### src/rtl/core/string_key_value_table_unit_assert.svh
// assertion macros for the key/value table unit
// no dependencies
`ifndef STRING_KEY_VALUE_TABLE_UNIT_ASSERT_SVH
`define STRING_KEY_VALUE_TABLE_UNIT_ASSERT_SVH
`ifndef NO_ASSERTIONS
`define SKV_ASSERT_IMP(label, clk, rst_n, a, b) \
    label: assert property (@(posedge clk) disable iff (!rst_n) (a) |-> (b)) \
        else $error("assertion failed");
`define SKV_ASSERT_NXT(label, clk, rst_n, a, b) \
    label: assert property (@(posedge clk) disable iff (!rst_n) (a) |=> (b)) \
        else $error("assertion failed");
`else
`define SKV_ASSERT_IMP(label, clk, rst_n, a, b)
`define SKV_ASSERT_NXT(label, clk, rst_n, a, b)
`endif
`endif

### src/rtl/core/skv_pkg.sv
// shared types and constants of the key/value table unit
// no dependencies
`default_nettype none
package skv_pkg;
    localparam int ENTRIES = 128;
    localparam int KEY_BYTES = 31;
    localparam int VALUE_BYTES = 63;
    localparam int COMMAND_BYTES = 256;
    localparam int EW = $clog2(ENTRIES);
    localparam int KLW = $clog2(KEY_BYTES + 1);
    localparam int KIW = (KEY_BYTES > 1) ? $clog2(KEY_BYTES) : 1;
    localparam int VLW = $clog2(VALUE_BYTES + 1);
    localparam int VIW = (VALUE_BYTES > 1) ? $clog2(VALUE_BYTES) : 1;
    localparam int PW = $clog2(COMMAND_BYTES + 1);
    localparam int QD = 4;
    localparam int QW = $clog2(QD);

    localparam logic OP_PUT = 1'b0;
    localparam logic OP_GET = 1'b1;

    typedef enum logic [8:0] {
        PH_P = 9'b000000001, PH_U = 9'b000000010, PH_T = 9'b000000100,
        PH_SP = 9'b000001000, PH_KEY = 9'b000010000, PH_SKIP = 9'b000100000,
        PH_VALUE = 9'b001000000, PH_DONE = 9'b010000000, PH_FAIL = 9'b100000000
    } phase_t;

    // command from front to back
    typedef struct packed {
        logic is_get;
        logic ok;        // put: well formed; get: key valid
        logic buf_sel;   // which pending buffer bank holds the text
        logic [KLW-1:0] klen;
        logic [VLW-1:0] vlen;
    } cmd_t;

    function automatic logic is_white(input logic [7:0] c);
        return (c == 8'h20) || (c >= 8'h09 && c <= 8'h0D);
    endfunction
endpackage
`default_nettype wire

### src/rtl/core/skv_ram.sv
// generic single write port ram with registered read
// no dependencies
`default_nettype none
module skv_ram #(
    parameter int WIDTH = 8,
    parameter int DEPTH = 16
) (
    input  wire logic                     clk,
    input  wire logic                     we,
    input  wire logic [$clog2(DEPTH)-1:0] waddr,
    input  wire logic [WIDTH-1:0]         wdata,
    input  wire logic [$clog2(DEPTH)-1:0] raddr,
    output logic      [WIDTH-1:0]         rdata
);
    logic [WIDTH-1:0] mem [DEPTH];
    always_ff @(posedge clk)
    begin
        if (we)
        begin
            mem[waddr] <= wdata;
        end
        rdata <= mem[raddr];
    end
endmodule
`default_nettype wire

### src/rtl/core/skv_front.sv
// front part: parses command, key and value bytes into pending buffers
// depends on skv_pkg, skv_ram
`default_nettype none
module skv_front (
    input  wire logic clk,
    input  wire logic rst_n,
    input  wire logic in_valid,
    output logic      in_ready,
    input  wire logic op,
    input  wire logic [7:0] data_byte,
    input  wire logic last_byte,
    output logic      cmd_valid,
    output skv_pkg::cmd_t cmd,
    input  wire logic q_full,
    input  wire logic buf_busy,      // back still owns the bank we would write
    input  wire logic rd_sel,
    input  wire logic [skv_pkg::KIW-1:0] kraddr,
    output logic [7:0] krdata,
    input  wire logic [skv_pkg::VIW-1:0] vraddr,
    output logic [7:0] vrdata
);
    logic busy_reg, cur_op_reg, key_over_reg, key_ended_reg, bank_reg;
    skv_pkg::phase_t ph_reg;
    logic [skv_pkg::PW-1:0] pos_reg;
    logic [skv_pkg::KLW-1:0] pk_reg;
    logic [skv_pkg::VLW-1:0] pv_reg;

    logic fire, fresh;
    logic [7:0] c;
    skv_pkg::phase_t ph, ph_n;
    logic [skv_pkg::PW-1:0] pos;
    logic [skv_pkg::KLW-1:0] pk, pk_n;
    logic [skv_pkg::VLW-1:0] pv, pv_n;
    logic ko, ke, ko_n, ke_n;
    logic kwe, vwe;
    logic [skv_pkg::KIW-1:0] kwa;
    logic [skv_pkg::VIW-1:0] vwa;
    logic [7:0] kr0, kr1, vr0, vr1;

    // two banks so the back can search one while the next text fills the other
    assign in_ready = !q_full && !buf_busy;
    assign fire = in_valid && in_ready;

    always_comb
    begin
        fresh = !busy_reg || (op != cur_op_reg);
        ph = fresh ? skv_pkg::PH_P : ph_reg;
        pos = fresh ? '0 : pos_reg;
        pk = fresh ? '0 : pk_reg;
        pv = fresh ? '0 : pv_reg;
        ko = fresh ? 1'b0 : key_over_reg;
        ke = fresh ? 1'b0 : key_ended_reg;
        c = (pos >= skv_pkg::PW'(skv_pkg::COMMAND_BYTES - 1)) ? 8'h00 : data_byte;
        ph_n = ph; pk_n = pk; pv_n = pv; ko_n = ko; ke_n = ke;
        kwe = 1'b0; vwe = 1'b0;
        kwa = pk[skv_pkg::KIW-1:0];
        vwa = pv[skv_pkg::VIW-1:0];
        if (op == skv_pkg::OP_PUT)
        begin
            case (ph)
                skv_pkg::PH_P:  ph_n = (c == 8'h50) ? skv_pkg::PH_U : skv_pkg::PH_FAIL;
                skv_pkg::PH_U:  ph_n = (c == 8'h55) ? skv_pkg::PH_T : skv_pkg::PH_FAIL;
                skv_pkg::PH_T:  ph_n = (c == 8'h54) ? skv_pkg::PH_SP : skv_pkg::PH_FAIL;
                skv_pkg::PH_SP: ph_n = (c == 8'h20) ? skv_pkg::PH_KEY : skv_pkg::PH_FAIL;
                skv_pkg::PH_KEY:
                begin
                    if (c == 8'h00) ph_n = skv_pkg::PH_FAIL;
                    else if (c == 8'h3A)
                        ph_n = (pk != '0) ? skv_pkg::PH_SKIP : skv_pkg::PH_FAIL;
                    else if (pk >= skv_pkg::KLW'(skv_pkg::KEY_BYTES))
                        ph_n = skv_pkg::PH_FAIL;
                    else
                    begin
                        kwe = 1'b1;
                        pk_n = pk + 1'b1;
                    end
                end
                skv_pkg::PH_SKIP:
                begin
                    if (c == 8'h00) ph_n = skv_pkg::PH_FAIL;
                    else if (!skv_pkg::is_white(c))
                    begin
                        vwe = 1'b1;
                        vwa = '0;
                        pv_n = skv_pkg::VLW'(1);
                        ph_n = (skv_pkg::VALUE_BYTES <= 1) ? skv_pkg::PH_DONE
                                                           : skv_pkg::PH_VALUE;
                    end
                end
                skv_pkg::PH_VALUE:
                begin
                    if (c == 8'h00 || skv_pkg::is_white(c)) ph_n = skv_pkg::PH_DONE;
                    else
                    begin
                        vwe = 1'b1;
                        pv_n = pv + 1'b1;
                        if (pv_n >= skv_pkg::VLW'(skv_pkg::VALUE_BYTES))
                            ph_n = skv_pkg::PH_DONE;
                    end
                end
                default: ;
            endcase
        end
        else if (!ke)
        begin
            if (c == 8'h00) ke_n = 1'b1;
            else if (pk < skv_pkg::KLW'(skv_pkg::KEY_BYTES))
            begin
                kwe = 1'b1;
                pk_n = pk + 1'b1;
            end
            else ko_n = 1'b1;
        end
        kwe = kwe && fire;
        vwe = vwe && fire;
    end

    assign cmd_valid = fire && last_byte;
    always_comb
    begin
        cmd.is_get = op;
        cmd.buf_sel = bank_reg;
        cmd.klen = pk_n;
        cmd.vlen = pv_n;
        cmd.ok = (op == skv_pkg::OP_GET) ? (!ko_n && pk_n != '0)
               : (ph_n == skv_pkg::PH_VALUE || ph_n == skv_pkg::PH_DONE);
    end

    always_ff @(posedge clk or negedge rst_n)
    begin
        if (!rst_n)
        begin
            busy_reg <= 1'b0; cur_op_reg <= 1'b0; bank_reg <= 1'b0;
            ph_reg <= skv_pkg::PH_P; pos_reg <= '0; pk_reg <= '0; pv_reg <= '0;
            key_over_reg <= 1'b0; key_ended_reg <= 1'b0;
        end
        else if (fire)
        begin
            busy_reg <= !last_byte;
            cur_op_reg <= op;
            ph_reg <= last_byte ? skv_pkg::PH_P : ph_n;
            pos_reg <= (pos < skv_pkg::PW'(skv_pkg::COMMAND_BYTES)) ? pos + 1'b1 : pos;
            pk_reg <= pk_n; pv_reg <= pv_n;
            key_over_reg <= ko_n; key_ended_reg <= ke_n;
            if (last_byte) bank_reg <= !bank_reg;
        end
    end

    skv_ram #(.WIDTH(8), .DEPTH(skv_pkg::KEY_BYTES)) u_k0 (.clk(clk),
        .we(kwe && !bank_reg), .waddr(kwa), .wdata(c), .raddr(kraddr), .rdata(kr0));
    skv_ram #(.WIDTH(8), .DEPTH(skv_pkg::KEY_BYTES)) u_k1 (.clk(clk),
        .we(kwe && bank_reg), .waddr(kwa), .wdata(c), .raddr(kraddr), .rdata(kr1));
    skv_ram #(.WIDTH(8), .DEPTH(skv_pkg::VALUE_BYTES)) u_v0 (.clk(clk),
        .we(vwe && !bank_reg), .waddr(vwa), .wdata(c), .raddr(vraddr), .rdata(vr0));
    skv_ram #(.WIDTH(8), .DEPTH(skv_pkg::VALUE_BYTES)) u_v1 (.clk(clk),
        .we(vwe && bank_reg), .waddr(vwa), .wdata(c), .raddr(vraddr), .rdata(vr1));
    assign krdata = rd_sel ? kr1 : kr0;
    assign vrdata = rd_sel ? vr1 : vr0;
endmodule
`default_nettype wire

### config.mk
export PLATFORM = sky130hd
export DESIGN_NAME = skv_front
export DESIGN_NICKNAME = d
export VERILOG_FILES = /design/src/rtl/core/string_key_value_table_unit_assert.svh /design/src/rtl/core/skv_pkg.sv /design/src/rtl/core/skv_ram.sv /design/src/rtl/core/skv_front.sv
export SDC_FILE = /design/constraint.sdc
export NUM_CORES = 2
export LEC_CHECK = 0
export BUFFER_PORTS_ARGS = -buffer_cell sky130_fd_sc_hd__buf_2
export CAP_MARGIN = 15
export CORE_ASPECT_RATIO = 1.25
export CORE_MARGIN = 1
export CORE_UTILIZATION = 40
export DETAILED_ROUTE_END_ITERATION = 8
export HOLD_SLACK_MARGIN = 0.15
export SYNTH_ARGS = -nofsm -noshare
export SYNTH_HDL_FRONTEND = slang
export SYNTH_SLANG_ARGS = --single-unit
### constraint.sdc
create_clock -name clk -period 6.9 [get_ports clk]
set_input_delay 1.38 -clock clk [delete_from_list [all_inputs] [get_ports clk]]
set_output_delay 1.38 -clock clk [all_outputs]
set_load 0.01 [all_outputs]
==> key figures <==
Yosys
  – Asr flop ratio synth: 2.166%
  – Synthesized flop and latch total: 1,570
  – Most used DFF post-synth: edfxtp_1
  – Post-Syn Area per Cell: 21.43 um^2
  – Net Count, Synth: 2,916
  – Post-synth cell types: 72
  – Cell area after synthesis: 61,730 um^2
  – Cells after synthesis: 2,881
  – Synth warnings: 0
  – Number of flops mapped to enable cells by yosys: 1,504
  – Sequential-to-total area share from yosys stat: 75.58%

Power and ir drop
  – LEAKAGE: 21.77 nW
  – PwrDens: 281.5 nW/um^2
  – Maximum vdd drop: 0.1926 mV

Routing
  – 1st-iter DRT viols: 2,830
  – Vias per cell: 5.626
  – Drt drc: 0
  – Drt wl/cell: 27.41 um
  – Initial DRT Pass Iterations: 5
  – Vias: 29,170
  – Routed Antenna Nets: 0
  – Final wirelength: 142,100 um

Worst setup path
  – WP depth: 14
  – CP max stage delay: 750 ps
  – Setup crit end kind: output pin
  – Register-to-Register Path Depth: 11
  – Crit Path Max Fanout: 8
  – Worst path arrival time: 5040 ps
  – CP Cell Sequence: buf_2 > xnor2_1 > buf_4 > and3_1 > ha_1 > a21o_1 > a31oi_4 > o21ai_4 > or4_1 > a21o_1 > a21oi_1 > a41oi_1 > a31o_1 > buf_2
  – CP required: 5520 ps
  – CP top delay family: compound AO/OA/AOI/OAI gates
  – Crit path buf inv count: 3
  – Critical Path Slowest Stage Cell: or4_1
  – Critical path class: in -> out
  – Worst Setup Start Kind: input pin

Die
  – Width of the die: 353.4 um
  – Cell Rows: 160
  – Die area: 155,900 um^2
  – Core ar.: 152,700 um^2
  – Top Ports: 59
  – Die Y: 441.2 um
  – Starting Density: 40.41%

STA
  – Relative slew slack: 29.99%
  – Final setup TNS: 0 ps
  – Post-layout min period: 6420 ps
  – Max-slew violations: 0
  – Period utilization: 93.05%
  – F_max: 155.8 MHz
  – Hold Violations, Final: 0
  – Final setup fails: 0
  – RSZ-0062 raised after global routing: no
  – Worst-Margin Slew: 1050 ps
  – WHS: 503.2 ps
  – Fin Clk Skew: 38.16 ps

CTS
  – Clk_lat worst skew: 780 ps
  – CTS Sinks: 1,570
  – CTS tree: yes
  – CTS resizes: 0
  – Post-CTS Setup Bufs: 0
  – CTS Buffer Depth: 3
  – TritonCTS Buffers: 151
  – CTS root buf: clkbuf_16
  – H-tree depth: 4
  – CTS Hold Buffers Added: 0
  – Clock-pin slew on the worst setup and hold paths: 60 ps

Global route
  – Largest net degree at the start of global routing: 151
  – Vias in the first global route: 30,276
  – Overflow after GRT: 0
  – First-pass GRT wire length: 211,200 um
  – Initial antenna violation count: 5
  – GRT Overall Usage: 18.48%

Cells and area
  – Fin util: 45.65%
  – Largest regs: u_v0.mem (504), u_v1.mem (504)
  – Area grow syn2layout: 12.96%
  – Final net count: 3,077
  – Fillers: 12,474
  – Layout cells sized above 1: 28.77%

Flow run
  – Max cap viols: 0

Hold path
  – Worst Hold Depth: 1
  – Worst Hold Class: reg -> reg

Place
  – Port-buffer cells: 58
  – Post-DP HPWL: 88,680 um
  – Gpl congestion: 0.8919

Status
  – Status: completed
[cell usage in the layout (no fill, tap or decap), types with 12 or more instances in the layout]
cell type and n:
edfxtp_1 1504, mux4_2 464, nor2_1 219, clkbuf_16 151, nand2_1 98, buf_4 97, o21ai_0 59, buf_2 53
mux2_2 37, mux2i_1 34, dfrtp_1 33, dfxtp_1 32, clkinv_1 30, nand3_1 26, clkbuf_1 26, clkinv_2 21
inv_1 19, and3_1 17, a21oi_1 17, nor3_1 12, nor4_1 12, buf_12 12
[metrics by stage]
step / cells / instance area, um^2 / power (W) / setup slack [ps]
after floorplan: 2881 / 61730 / 0.01142 / 812.5
final: 5185 / 69730 / 0.01963 / 479.9
after CTS: 5184 / 69730 / 0.01980 / 509.9
after detailed placement: 4914 / 64900 / 0.01181 / 517.9
after global placement: 4914 / 64900 / 0.01179 / 579.8
after global routing: 5184 / 69730 / 0.02021 / 340.3
[cell families (layout without fill, tap and decap cells)]
kind of cell / count (synthesis) / after routing / share of synthesized area, %
AOI/OAI and AO/OA: 130 / 130 / 1.380
xor gates and xnor gates: 7 / 7 / 0.09932
adders and majority gates: 8 / 8 / 0.1622
buffers and inverters: 176 / 454 / 1.178
DFF: 1570 / 1570 / 75.58
muxes: 535 / 535 / 18.16
other: 0 / 1 / 0
and+or+nand+nor: 455 / 455 / 3.440
[Yosys cell counts, drive strengths merged (13+ instances only)]
library cell	count	area, um^2
nor2	221	834.6
nand3	26	130.1
buf	75	347.8
mux4	464	10450
a21oi	19	102.6
nor4	14	108.9
mux2i	34	340.3
nand2	99	379.1
dfxtp	32	640.6
o21ai	61	320.3
inv	19	71.32
nor3	13	76.33
and3	17	106.4
edfxtp	1504	45160
clkbuf	82	307.8
dfrtp	33	825.8
mux2	37	416.7
[routing by layer]
metal  wire (um)  up-vias  GRT usage [%]
met5          35        -              0
met3        7779      191          3.089
li1            -    12343              -
met1       57820    15643          24.35
met4        3423        6          5.286
met2       73040      987          31.68
[path summary, 6_finish.rpt]
path                              endpoint  startpoint  slack (ps)
setup / recovery                   cmd[12]          op         480
hold / removal                  pos_reg[7]  pos_reg[7]         500
setup reg to reg           u_v0.mem[15][7]  cur_op_reg        1640
hold reg to reg                 pos_reg[7]  pos_reg[7]         500
max in group asynchronous        ph_reg[2]       rst_n        5650
min in group asynchronous       pos_reg[3]       rst_n         700
[final cells by class]
class                   instances  area [um^2]  share of cell area (%)
flip-flops and latches       1570        46660                   66.91
multi-input cells            1135        14360                   20.60
clock buffers                 183         3959                   5.677
well taps                    2025         2534                   3.634
repair buffers                165         1277                   1.832
clock inverters                87        864.6                   1.240
inverters                      19        71.32                  0.1023
diodes                          1        2.502                0.003589
[report_power, final]
group | internal [W] | total [W] | leakage (nW) | switching [W]
sequential | 0.0105 | 0.0105 | 14.2 | 0.0000496
combinational | 0.000418 | 0.00106 | 5.20 | 0.000640
clock | 0.00445 | 0.00804 | 2.33 | 0.00359
[worst register-to-register path, cell delays in order (launching register included)]
cell     delay (ps)
dfrtp_1         420
xnor2_1         290
buf_4           250
and3_1          180
ha_1            270
a21o_1          200
a31oi_4         310
nor2_2          180
or4_1           720
nor3_4          450
nand3_1         720
nor2_1          890
Note: power is estimated with default switching activity, not from simulation.
