File: config.mk
export PLATFORM = sky130hd
export DESIGN_NAME = skv_queue
export DESIGN_NICKNAME = d
export VERILOG_FILES = /design/src/rtl/core/skv_pkg.sv /design/src/rtl/core/skv_queue.sv
export VERILOG_INCLUDE_DIRS = /design/src /design/src/rtl/core
export SDC_FILE = /design/constraint.sdc
export NUM_CORES = 1
export LEC_CHECK = 0
export BUFFER_PORTS_ARGS = -buffer_cell sky130_fd_sc_hd__clkbuf_2
export CAP_MARGIN = 0
export CORE_MARGIN = 10
export CORE_UTILIZATION = 50
export DETAILED_ROUTE_END_ITERATION = 7
export PLACE_DENSITY = 0.8
export SYNTH_ARGS = -nofsm -noshare
export SYNTH_HDL_FRONTEND = slang
export SYNTH_SLANG_ARGS = --single-unit
File: constraint.sdc
create_clock -name clk -period 3.2 [get_ports clk]
set_input_delay 0.64 -clock clk [delete_from_list [all_inputs] [get_ports clk]]
set_output_delay 0.64 -clock clk [all_outputs]
set_load 0.02 [all_outputs]
File: src/rtl/core/string_key_value_table_unit_assert.svh
// assertion macros for the key/value table unit
// no dependencies
`ifndef STRING_KEY_VALUE_TABLE_UNIT_ASSERT_SVH
`define STRING_KEY_VALUE_TABLE_UNIT_ASSERT_SVH
`ifndef NO_ASSERTIONS
`define SKV_ASSERT_IMP(label, clk, rst_n, a, b) \
    label: assert property (@(posedge clk) disable iff (!rst_n) (a) |-> (b)) \
        else $error("assertion failed");
`define SKV_ASSERT_NXT(label, clk, rst_n, a, b) \
    label: assert property (@(posedge clk) disable iff (!rst_n) (a) |=> (b)) \
        else $error("assertion failed");
`else
`define SKV_ASSERT_IMP(label, clk, rst_n, a, b)
`define SKV_ASSERT_NXT(label, clk, rst_n, a, b)
`endif
`endif

File: src/rtl/core/skv_pkg.sv
// shared types and constants of the key/value table unit
// no dependencies
`default_nettype none
package skv_pkg;
    localparam int ENTRIES = 128;
    localparam int KEY_BYTES = 31;
    localparam int VALUE_BYTES = 63;
    localparam int COMMAND_BYTES = 256;
    localparam int EW = $clog2(ENTRIES);
    localparam int KLW = $clog2(KEY_BYTES + 1);
    localparam int KIW = (KEY_BYTES > 1) ? $clog2(KEY_BYTES) : 1;
    localparam int VLW = $clog2(VALUE_BYTES + 1);
    localparam int VIW = (VALUE_BYTES > 1) ? $clog2(VALUE_BYTES) : 1;
    localparam int PW = $clog2(COMMAND_BYTES + 1);
    localparam int QD = 4;
    localparam int QW = $clog2(QD);

    localparam logic OP_PUT = 1'b0;
    localparam logic OP_GET = 1'b1;

    typedef enum logic [8:0] {
        PH_P = 9'b000000001, PH_U = 9'b000000010, PH_T = 9'b000000100,
        PH_SP = 9'b000001000, PH_KEY = 9'b000010000, PH_SKIP = 9'b000100000,
        PH_VALUE = 9'b001000000, PH_DONE = 9'b010000000, PH_FAIL = 9'b100000000
    } phase_t;

    // command from front to back
    typedef struct packed {
        logic is_get;
        logic ok;        // put: well formed; get: key valid
        logic buf_sel;   // which pending buffer bank holds the text
        logic [KLW-1:0] klen;
        logic [VLW-1:0] vlen;
    } cmd_t;

    function automatic logic is_white(input logic [7:0] c);
        return (c == 8'h20) || (c >= 8'h09 && c <= 8'h0D);
    endfunction
endpackage
`default_nettype wire

File: src/rtl/core/skv_queue.sv
// short command queue between front and back
// depends on skv_pkg
`default_nettype none
`include "string_key_value_table_unit_assert.svh"
module skv_queue (
    input  wire logic clk,
    input  wire logic rst_n,
    input  wire logic push,
    input  wire skv_pkg::cmd_t din,
    input  wire logic pop,
    output logic      not_empty,
    output logic      full,
    output logic [skv_pkg::QW:0] count,
    output skv_pkg::cmd_t dout
);
    skv_pkg::cmd_t q_reg [skv_pkg::QD];
    logic [skv_pkg::QW-1:0] wp_reg, rp_reg;
    logic [skv_pkg::QW:0] cnt_reg;
    assign not_empty = cnt_reg != '0;
    assign full = cnt_reg == (skv_pkg::QW+1)'(skv_pkg::QD);
    assign count = cnt_reg;
    assign dout = q_reg[rp_reg];
    always_ff @(posedge clk)
    begin
        if (push) q_reg[wp_reg] <= din;
    end
    always_ff @(posedge clk or negedge rst_n)
    begin
        if (!rst_n)
        begin
            wp_reg <= '0; rp_reg <= '0; cnt_reg <= '0;
        end
        else
        begin
            if (push) wp_reg <= wp_reg + 1'b1;
            if (pop) rp_reg <= rp_reg + 1'b1;
            cnt_reg <= cnt_reg + (skv_pkg::QW+1)'(push) - (skv_pkg::QW+1)'(pop);
        end
    end
    `SKV_ASSERT_IMP(a_no_overflow, clk, rst_n, full, !push)
    `SKV_ASSERT_IMP(a_no_underflow, clk, rst_n, !not_empty, !pop)
    `SKV_ASSERT_NXT(a_push_counts, clk, rst_n, push && !pop, cnt_reg != '0)
endmodule
`default_nettype wire

==> results of run 1 <==
layer usage:
| metal | wire length, um | GRT usage | up-vias |
|---|---|---|---|
| met5 | 0 | 0 | - |
| met4 | 91 | 0.0756 | 0 |
| met3 | 270 | 0.0449 | 9 |
| met2 | 2000 | 0.168 | 38 |
| met1 | 1720 | 0.122 | 569 |
| li1 | - | - | 521 |
stage by stage:
step	setup WS (ns)	power, W
finish	0.542	0.00266
global route	0.417	0.00283
CTS	0.502	0.00272
detailed placement	0.873	0.00208
global placement	0.924	0.00204
floorplan	1.33	0.00183
final cells by class:
class / instances / area share
clock buffers: 11 / 0.0460
flip-flops and latches: 63 / 0.650
repair buffers: 37 / 0.0657
clock inverters: 5 / 0.0171
well taps: 67 / 0.0293
multi-input cells: 35 / 0.184
inverters: 6 / 0.00788
cells by family (layout without fill, tap and decap cells):
logic type | Yosys count | after routing | synth area share
DFF | 63 | 63 | 0.760
muxes | 14 | 14 | 0.138
buffers and inverters | 9 | 59 | 0.0241
and+or+nand+nor | 8 | 8 | 0.0184
adders and majority gates | 7 | 7 | 0.0389
xor gates and xnor gates | 5 | 5 | 0.0179
AOI/OAI and AO/OA | 1 | 1 | 0.00205
final timing paths:
check                           startpoint      endpoint  slack [ns]
worst max-delay path             rp_reg[0]       dout[9]        0.54
worst min-delay path                 rst_n     wp_reg[0]        0.14
worst max register to register    count[0]      count[2]        1.51
worst min register to register    count[2]      count[2]        0.53
max in group asynchronous            rst_n      count[0]        2.90
min in group clk                   din[10]  q_reg[0][10]        0.52
power groups by stage:
stage | clock [W] | sequential (W) | combinational, W
6_report | 0.000626 | 0.00122 | 0.000816
5_1_grt | 0.000685 | 0.00125 | 0.000893
4_1_cts | 0.000647 | 0.00123 | 0.000842
3_5_place_dp | 0 | 0.00124 | 0.000840
3_3_place_gp | 0 | 0.00123 | 0.000814
2_1_floorplan | 0 | 0.00118 | 0.000642
critical path, stage by stage (launching register included):
cell and delay, ns:
dfrtp_1 0.69, buf_4 0.29, mux4_2 0.53, clkbuf_2 0.17
layout by cell type, fill, tap and decap left out, drive strengths merged:
cell | synthesis | routed
xor2 | 3 | 3
dfrtp | 7 | 7
fa | 1 | 1
ha | 6 | 6
edfxtp | 56 | 56
nand2 | 2 | 2
mux4 | 14 | 14
xnor2 | 2 | 2
clkinv | 0 | 4
inv | 6 | 6
or3 | 1 | 1
buf | 3 | 1
and2 | 4 | 4
clkbuf | 0 | 47
bufinv | 0 | 1
o21ai | 1 | 1
and3 | 1 | 1
==> results_dict.tcl, run 1 <==
set metrics [dict create \
    grt_usage 0.109 \
    ys_async_sr_fraction 0.111 \
    io_pins 37 \
    ir_drop_v 0.000479 \
    ys_ff_latch 63 \
    post-route-period-util 0.831 \
    dpl_cell_area_sq_um 2680 \
    drtIter0Drc 42 \
    p_comb_frac 0.306 \
    synthCells 107 \
    core_area_sq_um 4720 \
    clockBufferDepth 2 \
    cts_tree "done" \
    synth.avg_cell_area_sq_um 22.8 \
    hold_viol 0 \
    crit_arrival_ns 2.02 \
    netSwitchingFraction 0.324 \
    cts_setup_buffers 0 \
    grt_pass1_wl_mm 6.73 \
    min_period_ns 2.66 \
    yosys-top-cells-count "edfxtp_1 (56), mux4_2 (8), dfrtp_1 (7)" \
    fin_skew_ns 0.00375 \
    pwr-share-seq 0.458 \
    clk_pin_slew_ns 0.06 \
    criticalPathCategory "flip-flop to primary output" \
    postCtsHoldBufs 0 \
    numCtsBuffers 9 \
    grt-ovfl-total 0 \
    fin_area_sq_um 2860 \
    placed_cells 208 \
    required_ns 2.56 \
    largest_reg_flops 56 \
    setup_violations 0 \
    multi_input_area_sq_um 527 \
    cts-root-buf "clkbuf_8" \
    ys_seq_area_frac 0.760 \
    tightest_slew_ns 0.722 \
    power.density_nw_per_um2 932 \
    hold_ws_ns 0.137 \
    endpoint_kind "primary output" \
    final_layout_size_suffix_gt1_frac 0.369 \
    layout.nets 177 \
    syn2layout_area_growth_pct 17.0 \
    pwr-share-clk 0.235 \
    die-area_sq_um 8080 \
    first_pass_iters 4 \
    drc_errors 0 \
    grt_max_degree 16 \
    wl_per_cell_um 18.2 \
    gp_congestion 0.708 \
    antenna_left 0 \
    power_leakage_nw 1.08 \
    cts_resized 0 \
    row_count 25 \
    ys_warn_count 0 \
    relSlewSlack 0.519 \
    startpoint_type "flip-flop" \
    clock_latency_ns 0.33 \
    syn-cell-area_sq_um 2440 \
    power.switching_w 0.000862 \
    synth_most_common_cell "edfxtp_1" \
    p_int_w 0.00180 \
    holdCritPathClass "primary input to asynchronous set/reset pin" \
    status "completed" \
    final_util 0.605 \
    die_h_um 89.9 \
    synth_top_area_share 0.689 \
    synth_cell_types 17 \
    ys.flop_type "edfxtp_1" \
    grt_pass1_vias 1277 \
    seq_area_sq_um 1860 \
    drt_wl_total_mm 4.08 \
    fmax_ghz 0.376 \
    final_cells 224 \
    critPathMaxFanout 10 \
    clock_sinks 63 \
    vias 1137 \
    initial_core_util 0.517 \
    antenna_found_initial 0 \
    reg2reg_depth 7 \
    rsz0062_at_grt "false" \
    io_buffers 36 \
    tns_ns 0 \
    synth_enable_flop_cells 56 \
    cts_htree_levels 3 \
    syn_nets 132 \
    viasPerCell 5.08 \
    fillCellCount 354 \
    dp_hpwl_mm 2.92 \
    ys_top_cells_by_area "edfxtp_1 (69%), mux4_2 (7.4%), dfrtp_1 (7.2%)" \
    drv_slew 0 \
    synth_top_area_cell "edfxtp_1" \
    die_w_um 89.9 \
    diodes 0 \
    cap_viol_max_count 0 \
]
(Power assumes the default switching activity.)
==> inputs of run 2 (changes only) <==
--- a/config.mk
+++ b/config.mk
@@ -6,6 +6,7 @@
 export SDC_FILE = /design/constraint.sdc
 export NUM_CORES = 1
 export LEC_CHECK = 0
+export ABC_AREA = 1
 export BUFFER_PORTS_ARGS = -buffer_cell sky130_fd_sc_hd__clkbuf_2
 export CAP_MARGIN = 0
 export CORE_MARGIN = 10
==> constraint.sdc (replaced) <==
create_clock -name clk -period 2.7 [get_ports clk]
set_input_delay 0.54 -clock clk [delete_from_list [all_inputs] [get_ports clk]]
set_output_delay 0.54 -clock clk [all_outputs]
set_load 0.02 [all_outputs]
==> results_dict.tcl, run 2 <==
set metrics [dict create \
    pwr-share-seq 0.381 \
    grt_pass1_wl_mm 8.29 \
    cts_htree_levels 3 \
    power_leakage_nw 1.57 \
    grt-ovfl-total 0 \
    ys_top_cells_by_area "edfxtp_1 (61%), nand2_1 (11%), inv_1 (9.4%)" \
    syn_nets 289 \
    drtIter0Drc 116 \
    viasPerCell 4.64 \
    required_ns 2.16 \
    grtUsageMet3 0.0416 \
    crit_end "dout[2]" \
    dp_hpwl_mm 3.35 \
    power.density_nw_per_um2 1120 \
    netSwitchingFraction 0.386 \
    postCtsHoldBufs 0 \
    first_pass_iters 4 \
    synth_enable_flop_cells 56 \
    clk_pin_slew_ns 0.07 \
    numCtsBuffers 9 \
    antenna_left 0 \
    drt_wl_total_mm 5.20 \
    final_util 0.615 \
    clock_latency_ns 0.33 \
    ys_warn_count 0 \
    diodes 0 \
    antenna_found_initial 0 \
    drv_slew 0 \
    io_buffers 36 \
    grt.busiest_layer "met2" \
    hold_viol 0 \
    synth_top_area_cell "edfxtp_1" \
    syn-cell-area_sq_um 2750 \
    mostFrequentLayoutCells "nand2_1 (81), inv_1 (69), edfxtp_1 (56)" \
    drc_errors 0 \
    die_w_um 94.1 \
    yosys.area_share.adder 0.0346 \
    tns_ns 0 \
    synth_compound_area_frac 0.00182 \
    yosys-top-cells-count "nand2_1 (81), inv_1 (69), edfxtp_1 (56)" \
    criticalPathCategory "flip-flop to primary output" \
    relSlewSlack 0.553 \
    gp_congestion 0.812 \
    final_layout_size_suffix_gt1_frac 0.171 \
    regToRegSetupSlack_ns 1.00 \
    synth_top_area_share 0.612 \
    holdCritPathClass "primary input to asynchronous set/reset pin" \
    min_period_ns 2.14 \
    cts_setup_buffers 0 \
    io_pins 37 \
    fillCellCount 424 \
    fin_skew_ns 0.00543 \
    rsz0062_at_grt "false" \
    tightest_slew_ns 0.670 \
    clockBufferDepth 2 \
    ys.flop_type "edfxtp_1" \
    grt_max_degree 31 \
    ir_drop_v 0.000723 \
    synth_cell_types 14 \
    syn2layout_area_growth_pct 16.5 \
    crit_start "rp_reg[1]" \
    initial_core_util 0.528 \
    met1_usage 0.118 \
    post-route-period-util 0.793 \
    startpoint_type "flip-flop" \
    status "completed" \
    total_power_w 0.00360 \
    grt_usage 0.125 \
    die_h_um 94.1 \
    synth_top_family_by_area "simple AND/OR/NAND/NOR gates" \
    critPathMaxFanout 15 \
    grt_pass1_vias 1784 \
    die-area_sq_um 8860 \
    synthCells 264 \
    yosys.area_share.simple 0.167 \
    fmax_ghz 0.467 \
    wl_per_cell_um 13.7 \
    p_comb_frac 0.379 \
    cap_viol_max_count 0 \
    pwr-share-clk 0.240 \
    use_met2 0.222 \
    synth_xor_area_frac 0.00957 \
    cts_resized 0 \
    synth.avg_cell_area_sq_um 10.4 \
    p_int_w 0.00221 \
    row_count 26 \
    vias 1764 \
    largest_reg_flops 56 \
    endpoint_kind "primary output" \
    layout.nets 330 \
    core_area_sq_um 5200 \
    power.switching_w 0.00139 \
    timing.rr.end "count[2]" \
    clock_sinks 63 \
    ys_ff_latch 63 \
    final_common_cell "nand2_1" \
    ys_async_sr_fraction 0.111 \
    synthMuxAreaShare 0 \
    ys_seq_area_frac 0.676 \
    setup_violations 0 \
    cts_tree "done" \
    synth_most_common_cell "nand2_1" \
    crit_arrival_ns 1.60 \
    timing.rr.start "count[0]" \
    cts-root-buf "clkbuf_8" \
    reg2reg_depth 9 \
]
## run 2: logic make-up (layout without fill, tap and decap cells)
family,Yosys count,count (layout)
fa+ha+maj,7,7
compound gates,1,1
simple gates,112,112
flops,63,63
buf+inv,78,124
xor+xnor,3,3
## run 2: power by group through the flow
stage	clock, W	combinational, W	sequential, W
floorplan	0	0.000927	0.00141
global placement	0	0.00134	0.00138
detailed placement	0	0.00140	0.00139
CTS	0.000876	0.00140	0.00137
global route	0.000918	0.00154	0.00139
finish	0.000863	0.00136	0.00137
## run 2: critical path, cell delays in order, from the launching register on
cell and delay (ns):
dfrtp_1 0.38, inv_1 0.46, nand3_1 0.16, nand2_1 0.11
clkbuf_2 0.17
## run 2: area by class of cell
cell class	count	area, sq um	share of cell area
multi-input cells	123	586	0.183
clock inverters	7	87.6	0.0274
well taps	70	87.6	0.0274
flip-flops and latches	63	1860	0.580
inverters	70	263	0.0821
clock buffers	9	124	0.0387
repair buffers	38	195	0.0610
## run 2: how the worst min path moves through the flow
stage	slack, ns	cells past startpoint	startpoint	to
2_1_floorplan	0.24	0	rst_n	count[0]
3_3_place_gp	0.38	1	rst_n	wp_reg[0]
3_5_place_dp	0.39	1	rst_n	wp_reg[0]
4_1_cts	0.03	1	rst_n	wp_reg[0]
5_1_grt	0.03	1	rst_n	count[0]
6_report	0.04	1	rst_n	count[0]
## run 2: metrics by stage
step | instances | instance area, sq um | hold WS [ns] | setup slack, ns
after floorplan | 264 | 2750 | 0.244 | 0.978
after global placement | 364 | 2990 | 0.385 | 0.847
after detailed placement | 364 | 2990 | 0.392 | 0.744
after CTS | 380 | 3200 | 0.0302 | 0.534
after global routing | 380 | 3200 | 0.0260 | 0.439
final | 380 | 3200 | 0.0351 | 0.558
## run 2: metal layers
metal / part of all wire / vias to the layer above
li1: - / 893
met1: 0.40 / 814
met2: 0.52 / 47
met3: 0.054 / 10
met4: 0.025 / 0
met5: 0 / -
==> inputs of run 3 (changes only) <==
--- a/config.mk
+++ b/config.mk
@@ -12,7 +12,7 @@
 export CORE_MARGIN = 10
 export CORE_UTILIZATION = 50
 export DETAILED_ROUTE_END_ITERATION = 7
-export PLACE_DENSITY = 0.8
+export PLACE_DENSITY = 0.83
 export SYNTH_ARGS = -nofsm -noshare
 export SYNTH_HDL_FRONTEND = slang
 export SYNTH_SLANG_ARGS = --single-unit
==> constraint.sdc (replaced) <==
create_clock -name clk -period 1.8 [get_ports clk]
set_input_delay 0.36 -clock clk [delete_from_list [all_inputs] [get_ports clk]]
set_output_delay 0.36 -clock clk [all_outputs]
set_load 0.02 [all_outputs]
==> results_dict.tcl, run 3 (synthesized netlist as in run 2, its figures left out) <==
set metrics [dict create \
    cp_slowest_cell "dfrtp_2" \
    holdCritPathClass "primary input to flip-flop" \
    min_path_cells 1 \
    power_leakage_nw 1.62 \
    diodes 0 \
    viasPerCell 4.76 \
    critPathMaxFanout 15 \
    required_ns 1.44 \
    row_count 26 \
    drt_wl_total_mm 5.50 \
    clock_sinks 63 \
    regToRegSetupSlack_ns 0.17 \
    endpoint_kind "primary output" \
    clock_latency_ns 0.33 \
    mostFrequentLayoutCells "nand2_1 (80), inv_1 (69), edfxtp_1 (56)" \
    power.density_nw_per_um2 1670 \
    hold_viol 0 \
    wl_per_cell_um 14.1 \
    crit_arrival_ns 1.42 \
    critPathMaxStageDelay_ns 0.49 \
    cts_tree "done" \
    fin_skew_ns 0.00536 \
    largest_reg_flops 56 \
    drv_slew 0 \
    cp_top_family "flip-flops" \
    grt_pass1_vias 1897 \
    first_pass_iters 4 \
    initial_core_util 0.528 \
    final_common_cell "nand2_1" \
    drtIter0Drc 174 \
    status "completed" \
    crit_chain "buf_12, nand2_1, nand3_1, nand2_2, buf_4" \
    vias 1851 \
    ir_drop_v 0.000855 \
    grt_max_degree 31 \
    final_cells 389 \
    die_h_um 94.1 \
    tns_ns 0 \
    timing.rr.start "count[0]" \
    final_layout_size_suffix_gt1_frac 0.191 \
    antenna_left 0 \
    pre_cts_slack_ns 0.0841 \
    grt_pass1_wl_mm 9.16 \
    placed_cells 371 \
    clk_pin_slew_ns 0.06 \
    io_buffers 36 \
    timing.rr.end "count[2]" \
    fmax_ghz 0.562 \
    reg2reg_depth 9 \
    grt-ovfl-total 0 \
    numCtsBuffers 9 \
    cts-root-buf "clkbuf_8" \
    die-area_sq_um 8860 \
    cap_viol_max_count 0 \
    dpl_cell_area_sq_um 3040 \
    fin_area_sq_um 3290 \
    criticalPathCategory "flip-flop to primary output" \
    gp_congestion 0.747 \
    min_period_ns 1.78 \
    core_area_sq_um 5200 \
    min_to "q_reg[1][11]" \
    cts_htree_levels 3 \
    startpoint_type "flip-flop" \
    relSlewSlack 0.856 \
    finalWorstSetupSlack_ns 0.0192 \
    critPathBufInv 2 \
    io_pins 37 \
    min_from "din[11]" \
    clockBufferDepth 2 \
    die_w_um 94.1 \
    syn2layout_area_growth_pct 19.8 \
    layout.nets 339 \
    antenna_found_initial 0 \
    post-route-period-util 0.989 \
    grt_usage 0.135 \
    dp_hpwl_mm 3.67 \
    setup_violations 0 \
    rsz0062_at_grt "true" \
    drc_errors 0 \
    hold_ws_ns 0.244 \
    tightest_slew_ns 0.214 \
]
==> run 3: changes by cell type in the layout (fill, tap and decap cells not counted), moves of 2 or more <==
cell | before | now
clkinv_1 | 2 | 0
bufinv_16 | 2 | 0
clkinvlp_4 | 2 | 0
buf_4 | 2 | 19
clkbuf_1 | 0 | 5
clkbuf_2 | 36 | 24
==> run 3: power by group <==
part / switching [W] / internal [W] / total (W) / leakage (nW)
Combinational: 0.00150 / 0.000870 / 0.00237 / 0.942
Sequential: 0.000152 / 0.00194 / 0.00209 / 0.596
Clock: 0.000481 / 0.000538 / 0.00102 / 0.0817
==> run 3: metrics by stage <==
stage / power [W] / utilization
floorplan: 0.00350 / -
global placement: 0.00418 / 0.584
detailed placement: 0.00427 / 0.584
CTS: 0.00534 / 0.621
global route: 0.00588 / 0.632
finish: 0.00548 / 0.632
==> run 3: area by class of cell <==
type | instances | area (sq um)
Fill cell | 427 | 1910
Sequential cell | 63 | 1860
Clock buffer | 15 | 156
Timing Repair Buffer | 47 | 323
Inverter | 70 | 270
Clock inverter | 1 | 5.00
Multi-Input combinational cell | 123 | 591
Tap cell | 70 | 87.6
==> run 3: routing by layer <==
layer | part of all wire | global-route usage | routed length (um) | vias to the layer above
met5 | 0 | 0 | 0 | -
met4 | 0.031 | 0.0797 | 169 | 0
met3 | 0.047 | 0.0312 | 257 | 15
met2 | 0.50 | 0.230 | 2760 | 47
met1 | 0.42 | 0.149 | 2320 | 873
li1 | - | - | - | 916
==> run 3: how the worst max path moves through the flow <==
stage | startpoint | endpoint | slack, ns | cells past startpoint
2_1_floorplan | count[0] | count[2] | 0.08 | 9
3_3_place_gp | pop | count[2] | 0.12 | 9
3_5_place_dp | pop | count[2] | 0.08 | 9
4_1_cts | rp_reg[0] | dout[2] | 0.01 | 5
5_1_grt | rp_reg[0] | dout[2] | -0.03 | 5
6_report | rp_reg[0] | dout[2] | 0.02 | 5
==> run 3: timing repair <==
item,in CTS,in global routing
setup endpoints to repair,14,9
hold buffers,1,0
gates resized for setup,6,26
setup buffers,0,0
pin swaps,0,0
gates cloned,0,1
hold endpoints to repair,7,0
